`config.mk`:
```
export PLATFORM = sky130hd
export DESIGN_NAME = positional_list_store_core
export DESIGN_NICKNAME = d
export VERILOG_FILES = /design/src/sv/plsc_pkg.sv /design/src/sv/plsc_cell.sv /design/src/sv/positional_list_store_core.sv
export SDC_FILE = /design/constraint.sdc
export NUM_CORES = 2
export LEC_CHECK = 0
export ABC_AREA = 1
export BUFFER_PORTS_ARGS = -buffer_cell sky130_fd_sc_hd__buf_2
export CAP_MARGIN = 20
export CELL_PAD_IN_SITES_DETAIL_PLACEMENT = 0
export CELL_PAD_IN_SITES_GLOBAL_PLACEMENT = 1
export CORE_ASPECT_RATIO = 0.8
export CORE_UTILIZATION = 48
export DETAILED_ROUTE_END_ITERATION = 8
export PLACE_DENSITY_LB_ADDON = 0.05
export SLEW_MARGIN = 40
export SYNTH_ARGS = -nofsm -noshare
export SYNTH_HDL_FRONTEND = slang
export SYNTH_SLANG_ARGS = --single-unit
export TNS_END_PERCENT = 5
```
`constraint.sdc`:
```
create_clock -name clk -period 6.5 [get_ports clk]
set_clock_uncertainty 0.2 [all_clocks]
set_input_delay 0.975 -clock clk [delete_from_list [all_inputs] [get_ports clk]]
set_output_delay 0.975 -clock clk [all_outputs]
set_load 0.01 [all_outputs]
```
`src/sv/plsc_pkg.sv`:
```
// Package with the command, status and cell mode codes and the transfer structs of the list store.
`default_nettype none
package plsc_pkg;

  typedef enum logic [2:0] {
    CMD_CLEAR     = 3'd0,
    CMD_SHOW      = 3'd1,
    CMD_INS_FRONT = 3'd2,
    CMD_INS_BACK  = 3'd3,
    CMD_INS_AT    = 3'd4,
    CMD_RM_FRONT  = 3'd5,
    CMD_RM_BACK   = 3'd6,
    CMD_RM_AT     = 3'd7
  } cmd_t;

  typedef enum logic [1:0] {
    STAT_OK     = 2'd0,
    STAT_EMPTY  = 2'd1,
    STAT_BADPOS = 2'd2,
    STAT_FULL   = 2'd3
  } status_t;

  typedef enum logic [1:0] {
    MODE_HOLD   = 2'd0,
    MODE_INSERT = 2'd1,
    MODE_REMOVE = 2'd2,
    MODE_ROTATE = 2'd3
  } cell_mode_t;

  typedef struct packed {
    logic [2:0]         command;
    logic signed [31:0] value;
    logic [5:0]         position;
  } item_t;

  typedef struct packed {
    status_t            status;
    logic signed [31:0] element;
    logic [4:0]         slot;
    logic [5:0]         count_now;
    logic               last;
  } result_t;

endpackage
`default_nettype wire

```
`src/sv/plsc_cell.sv`:
```
// One storage cell of the list chain; it holds, loads, takes a neighbor's value or takes the head value.
`default_nettype none
module plsc_cell #(
  parameter int WIDTH = 32,
  parameter int IW    = 5,
  parameter int INDEX = 0
) (
  input  wire logic                 clk,
  input  wire plsc_pkg::cell_mode_t mode,
  input  wire logic [IW-1:0]        sel_idx,
  input  wire logic [WIDTH-1:0]     new_val,
  input  wire logic [WIDTH-1:0]     head,
  input  wire logic [WIDTH-1:0]     left,
  input  wire logic [WIDTH-1:0]     right,
  output logic [WIDTH-1:0]          q
);
  import plsc_pkg::*;

  localparam logic [IW-1:0] MY_IDX = IW'(INDEX);

  logic [WIDTH-1:0] q_next;

  always_comb begin
    q_next = q;
    case (mode)
      MODE_INSERT: begin
        // The cell at the insert point loads; cells above it move up by one.
        if (MY_IDX == sel_idx) begin
          q_next = new_val;
        end else if (MY_IDX > sel_idx) begin
          q_next = left;
        end
      end
      MODE_REMOVE: begin
        if (MY_IDX >= sel_idx) begin
          q_next = right;
        end
      end
      MODE_ROTATE: begin
        // The occupied part turns by one: the front value wraps to the back.
        if (MY_IDX < sel_idx) begin
          q_next = right;
        end else begin
          q_next = head;
        end
      end
      default: begin
        q_next = q;
      end
    endcase
  end

  always_ff @(posedge clk) begin
    q <= q_next;
  end

endmodule
`default_nettype wire

```
`src/sv/positional_list_store_core.sv`:
```
// Top level of the list store: control, count register and the chain of storage cells.
// Usage:
//   Raise start with a command item on item; it is taken at a rising edge where busy is
//   low. Every result appears on result for exactly one cycle with result_valid high;
//   the receiver cannot stall, so it must take each result as it comes.
// Command flow:
//   Clear, insert and remove commands act at the edge that takes them; insert and
//   removal at the front or at a position shift the chain there. The status result
//   shows in the next cycle. A new command may be given in every cycle while busy is
//   low. Show with N stored elements keeps busy high while its N results are formed;
//   the chain turns by one cell per cycle and the front cell feeds one result per
//   cycle, the first one through the state register, then the result register. Show
//   on an empty list behaves like an edit. The rotation through the chain sets the show
//   time; after N turns the order is restored.
// Reset:
//   rst empties the list and drops busy and result_valid. The cell contents are not
//   cleared; only cells below the count are ever shown.
`default_nettype none
module positional_list_store_core #(
  parameter int DEPTH       = 32,
  parameter int VALUE_WIDTH = 32
) (
  input  wire logic             clk,
  input  wire logic             rst,
  input  wire logic             start,
  input  wire plsc_pkg::item_t  item,
  output logic                  busy,
  output logic                  result_valid,
  output plsc_pkg::result_t     result
);
  import plsc_pkg::*;

  localparam int IW = (DEPTH > 1) ? $clog2(DEPTH) : 1;
  localparam int CW = $clog2(DEPTH + 1);
  localparam int PW = (CW > 6) ? CW : 6;

  typedef enum logic [1:0] {
    S_IDLE = 2'b01,
    S_SHOW = 2'b10
  } state_t;

  state_t                 state, state_next;
  logic [CW-1:0]          count, count_next;
  logic [IW-1:0]          show_cnt, show_cnt_next;
  cell_mode_t             mode;
  logic [IW-1:0]          sel_idx;
  logic [VALUE_WIDTH-1:0] new_val;
  logic [VALUE_WIDTH-1:0] cell_q [DEPTH];
  logic                   result_valid_next;
  result_t                result_next;
  logic                   accept;
  logic                   pos_ok;
  logic                   full;
  logic                   empty;

  assign busy    = (state == S_SHOW);
  assign accept  = start && (state == S_IDLE);
  assign new_val = VALUE_WIDTH'(item.value);
  assign pos_ok  = (item.position != 6'd0) && (PW'(item.position) <= PW'(count));
  assign full    = (count == CW'(DEPTH));
  assign empty   = (count == '0);

  always_comb begin
    state_next                  = state;
    count_next                  = count;
    show_cnt_next               = show_cnt;
    mode                        = MODE_HOLD;
    sel_idx                     = '0;
    result_valid_next           = 1'b0;
    result_next.status          = STAT_OK;
    result_next.element         = '0;
    result_next.slot            = '0;
    result_next.count_now       = '0;
    result_next.last            = 1'b1;

    if (state == S_SHOW) begin
      mode                = MODE_ROTATE;
      sel_idx             = IW'(count - CW'(1));
      result_valid_next   = 1'b1;
      result_next.element = 32'(cell_q[0]);
      result_next.slot    = 5'(show_cnt);
      result_next.last    = (CW'(show_cnt) + CW'(1) == count);
      if (result_next.last) begin
        state_next = S_IDLE;
      end else begin
        show_cnt_next = show_cnt + IW'(1);
      end
    end else if (accept) begin
      result_valid_next = 1'b1;
      case (cmd_t'(item.command))
        CMD_CLEAR: begin
          count_next = '0;
        end
        CMD_SHOW: begin
          if (empty) begin
            result_next.status = STAT_EMPTY;
          end else begin
            // Results come from the rotation that starts next cycle.
            result_valid_next = 1'b0;
            state_next        = S_SHOW;
            show_cnt_next     = '0;
          end
        end
        CMD_INS_FRONT: begin
          if (full) begin
            result_next.status = STAT_FULL;
          end else begin
            mode       = MODE_INSERT;
            sel_idx    = '0;
            count_next = count + CW'(1);
          end
        end
        CMD_INS_BACK: begin
          if (full) begin
            result_next.status = STAT_FULL;
          end else begin
            mode       = MODE_INSERT;
            sel_idx    = IW'(count);
            count_next = count + CW'(1);
          end
        end
        CMD_INS_AT: begin
          if (!pos_ok) begin
            result_next.status = STAT_BADPOS;
          end else if (full) begin
            result_next.status = STAT_FULL;
          end else begin
            mode       = MODE_INSERT;
            sel_idx    = IW'(item.position - 6'd1);
            count_next = count + CW'(1);
          end
        end
        CMD_RM_FRONT: begin
          if (empty) begin
            result_next.status = STAT_EMPTY;
          end else begin
            mode       = MODE_REMOVE;
            sel_idx    = '0;
            count_next = count - CW'(1);
          end
        end
        CMD_RM_BACK: begin
          if (empty) begin
            result_next.status = STAT_EMPTY;
          end else begin
            count_next = count - CW'(1);
          end
        end
        CMD_RM_AT: begin
          if (!pos_ok) begin
            result_next.status = STAT_BADPOS;
          end else begin
            mode       = MODE_REMOVE;
            sel_idx    = IW'(item.position - 6'd1);
            count_next = count - CW'(1);
          end
        end
        default: begin
          result_next.status = STAT_OK;
        end
      endcase
    end
    result_next.count_now = 6'(count_next);
  end

  for (genvar g = 0; g < DEPTH; g++) begin : g_cell
    plsc_cell #(
      .WIDTH (VALUE_WIDTH),
      .IW    (IW),
      .INDEX (g)
    ) u_cell (
      .clk     (clk),
      .mode    (mode),
      .sel_idx (sel_idx),
      .new_val (new_val),
      .head    (cell_q[0]),
      .left    (cell_q[(g == 0) ? 0 : g - 1]),
      .right   (cell_q[(g == DEPTH - 1) ? g : g + 1]),
      .q       (cell_q[g])
    );
  end

  always_ff @(posedge clk) begin
    if (rst) begin
      state        <= S_IDLE;
      count        <= '0;
      show_cnt     <= '0;
      result_valid <= 1'b0;
    end else begin
      state        <= state_next;
      count        <= count_next;
      show_cnt     <= show_cnt_next;
      result_valid <= result_valid_next;
    end
  end

  always_ff @(posedge clk) begin
    result <= result_next;
  end

endmodule
`default_nettype wire

```
==> results.toml <==
[floorplan]
coreArea_mm2 = 0.143
start_util_pct = 48.5
ios = 92
die_h_um = 343
dieArea_mm2 = 0.147
die_w_um = 428
rows = 124

[setup_path]
crit_fanout = 36
critPathKind = "reg -> reg"
rrSetupSlack_ps = 1050
crit_required_ps = 6820
start_kind = "flop"
worstPathArrival_ps = 5770
end_kind = "flop"

[timing]
setup-tns-final_ps = 0
fmax_mhz = 184
min_period_ps = 5450
slew_viol_final = 0
rsz0062_at_grt = "false"
period_share_pct = 83.8
setup_slack_ps = 1050
slew_headroom_pct = 33.6
tightest_slew_ps = 995
setup_viol_count_final = 0
hold_viol_final = 0

[cells_and_area]
register_area_mm2 = 0.0320
n_fill_cell = 13900
final_cell_mix = "3466 x nand2_1, 1617 x nand3_1, 1024 x edfxtp_1"
final_nets = 9464
area_growth_pct = 9.80
drive_above_1_share_pct = 7.43
stdcell_count = 11400
multiInputGateArea_mm2 = 0.0316
final_common_cell = "nand2_1"

[logic_synthesis]
seq_area_frac_synth_pct = 45.9
synth-edff-count = 1024
async_flop_share_pct = 0
netlist_area_mm2 = 0.0696
synth_nets = 9717
ys_warn_count = 0
avgSynthCellArea_um2 = 7.20
synth_top_area_share_pct = 44.2
synthFlopType = "edfxtp_1"
netlist-cell-type-count = 47
synth_top_area_cell = "edfxtp_1"
yosys-top-cells-area = "edfxtp_1 44%, nand2_1 19%, nand3_1 12%"
synthCells = 9660
ys_seq_elements = 1084

[routing]
drt-initial-drc-count = 11500
antenna_left = 0
highest-signal-layer = "met5"
routedWlPerCell_um = 29.2
dr_wl_met3_um = 43400
dr_total_vias = 73000
drtPass1Iterations = 6
route.met2.wl_um = 140000
vias_per_cell = 6.40
met1_length_um = 129000
drc = 0
wl_um = 332000

[run]
maxCapViolCount = 0

[grt]
grt_pass1_wl_um = 473000
grt_pass1_vias = 67500
track_usage_pct = 44.4
grt_overflow = 0
grt_max_degree = 175
antenna_found_initial = 18

[clock_tree]
postCtsHoldBufs = 0
cts-root-buf = "clkbuf_16"
cts-htree-levels = 4
tritoncts = "done"
clkLatencyLatePin_ps = 800
cts.sinks = 1084
clk_pin_slew_ps = 60
post_cts_resized = 0
post_cts_buffers = 0
cts_buffers = 131
clockBufferDepth = 3

[hold_path]
hold_class = "reg -> reg"

[placement]
port_buffers = 91
dp_slack_ps = 980
gp_congestion = 1.01
place_hpwl_um = 221000
dp_cells = 11200

[power]
powerDensity_mw_per_mm2 = 242
worst_ir_drop_vdd_uv = 255
leakage_nw = 33.5

[status]
status = "completed"
==> final timing paths <==
check	startpoint	to	cells past startpoint
setup / recovery	count[3]	g_cell[7].u_cell.q[6]	18
hold / removal	show_cnt[4]	show_cnt[4]	2
setup reg to reg	count[3]	g_cell[7].u_cell.q[6]	18
hold reg to reg	show_cnt[4]	show_cnt[4]	2
==> Yosys cell counts (15+ instances only) <==
cell and instances:
clkbuf_1 508, nor2_1 302, dfxtp_1 60, o21ai_1 37
buf_2 197, buf_1 41, nand2_1 3482, nand4_1 64
a21oi_1 210, o21ai_0 729, o211ai_1 130, nand3_1 1621
nand3b_1 37, nand2_2 15, inv_1 862, o22ai_1 61
edfxtp_1 1024, a21o_1 15, a22oi_1 112, clkinv_1 31
==> registers in the layout, summed over array words and instances, names as in the netlist <==
register / flops
count: 6
g_cell.u_cell.q: 1024
result: 46
result_valid: 1
show_cnt: 5
state: 2
==> worst max-delay path: stages, from the launching register on <==
cell and delay (ps):
dfxtp_1 530, inv_1 250, ha_1 360, nand2_1 50
nor2_1 130, nand2_1 70, nand3_1 80, nand2_1 140
nand4_1 130, nand2_2 160, nand2_1 140, nand2_2 440
nor2_4 410, buf_4 550, nor2_1 130, inv_2 320
nand2_1 630, a21oi_1 330, o21ai_1 100
==> report_power, final <==
part,total (mW),internal [mW],switching (mW)
Combinational,2.45,0.636,1.81
Sequential,8.56,8.29,0.269
Clock,7.46,4.23,3.23
==> logic make-up (layout without fill, tap and decap cells) <==
group           after synthesis  count (layout)  share of synthesized area [%]
compound gates             1314            1314                           10.6
xor+xnor                     12              12                          0.151
fa+ha+maj                    13              13                          0.234
buf+inv                    1664            1507                           9.40
flops                      1084            1084                           45.9
other cells                   0               9                              0
simple gates               5573            5573                           33.7
==> layer usage <==
metal  global-route usage [%]  up-vias
met5                        0        -
met4                     23.6       14
met3                     9.87      942
met2                     64.6     5406
met1                     61.4    35100
li1                         -    31600
==> final cells by class <==
class                           instances  area share [%]
Antenna cell                            9          0.0295
Multi-Input combinational cell       6912            41.4
Sequential cell                      1084            41.8
Clock inverter                         51           0.522
Timing Repair Buffer                  372            3.80
Inverter                              906            4.48
Clock buffer                          178            4.86
Tap cell                             1890            3.09
==> stage by stage <==
stage / hold WS (ps) / instance area (um2) / utilization (%) / power [mW]
floorplan: 245 / 69600 / - / 10.0
global placement: 255 / 72000 / 50.2 / 11.0
detailed placement: 258 / 72200 / 50.4 / 11.0
CTS: 267 / 76300 / 53.2 / 18.3
global route: 290 / 76400 / 53.3 / 18.9
finish: 264 / 76400 / 53.3 / 18.5
No activity file was read; power rests on OpenSTA's default activity.
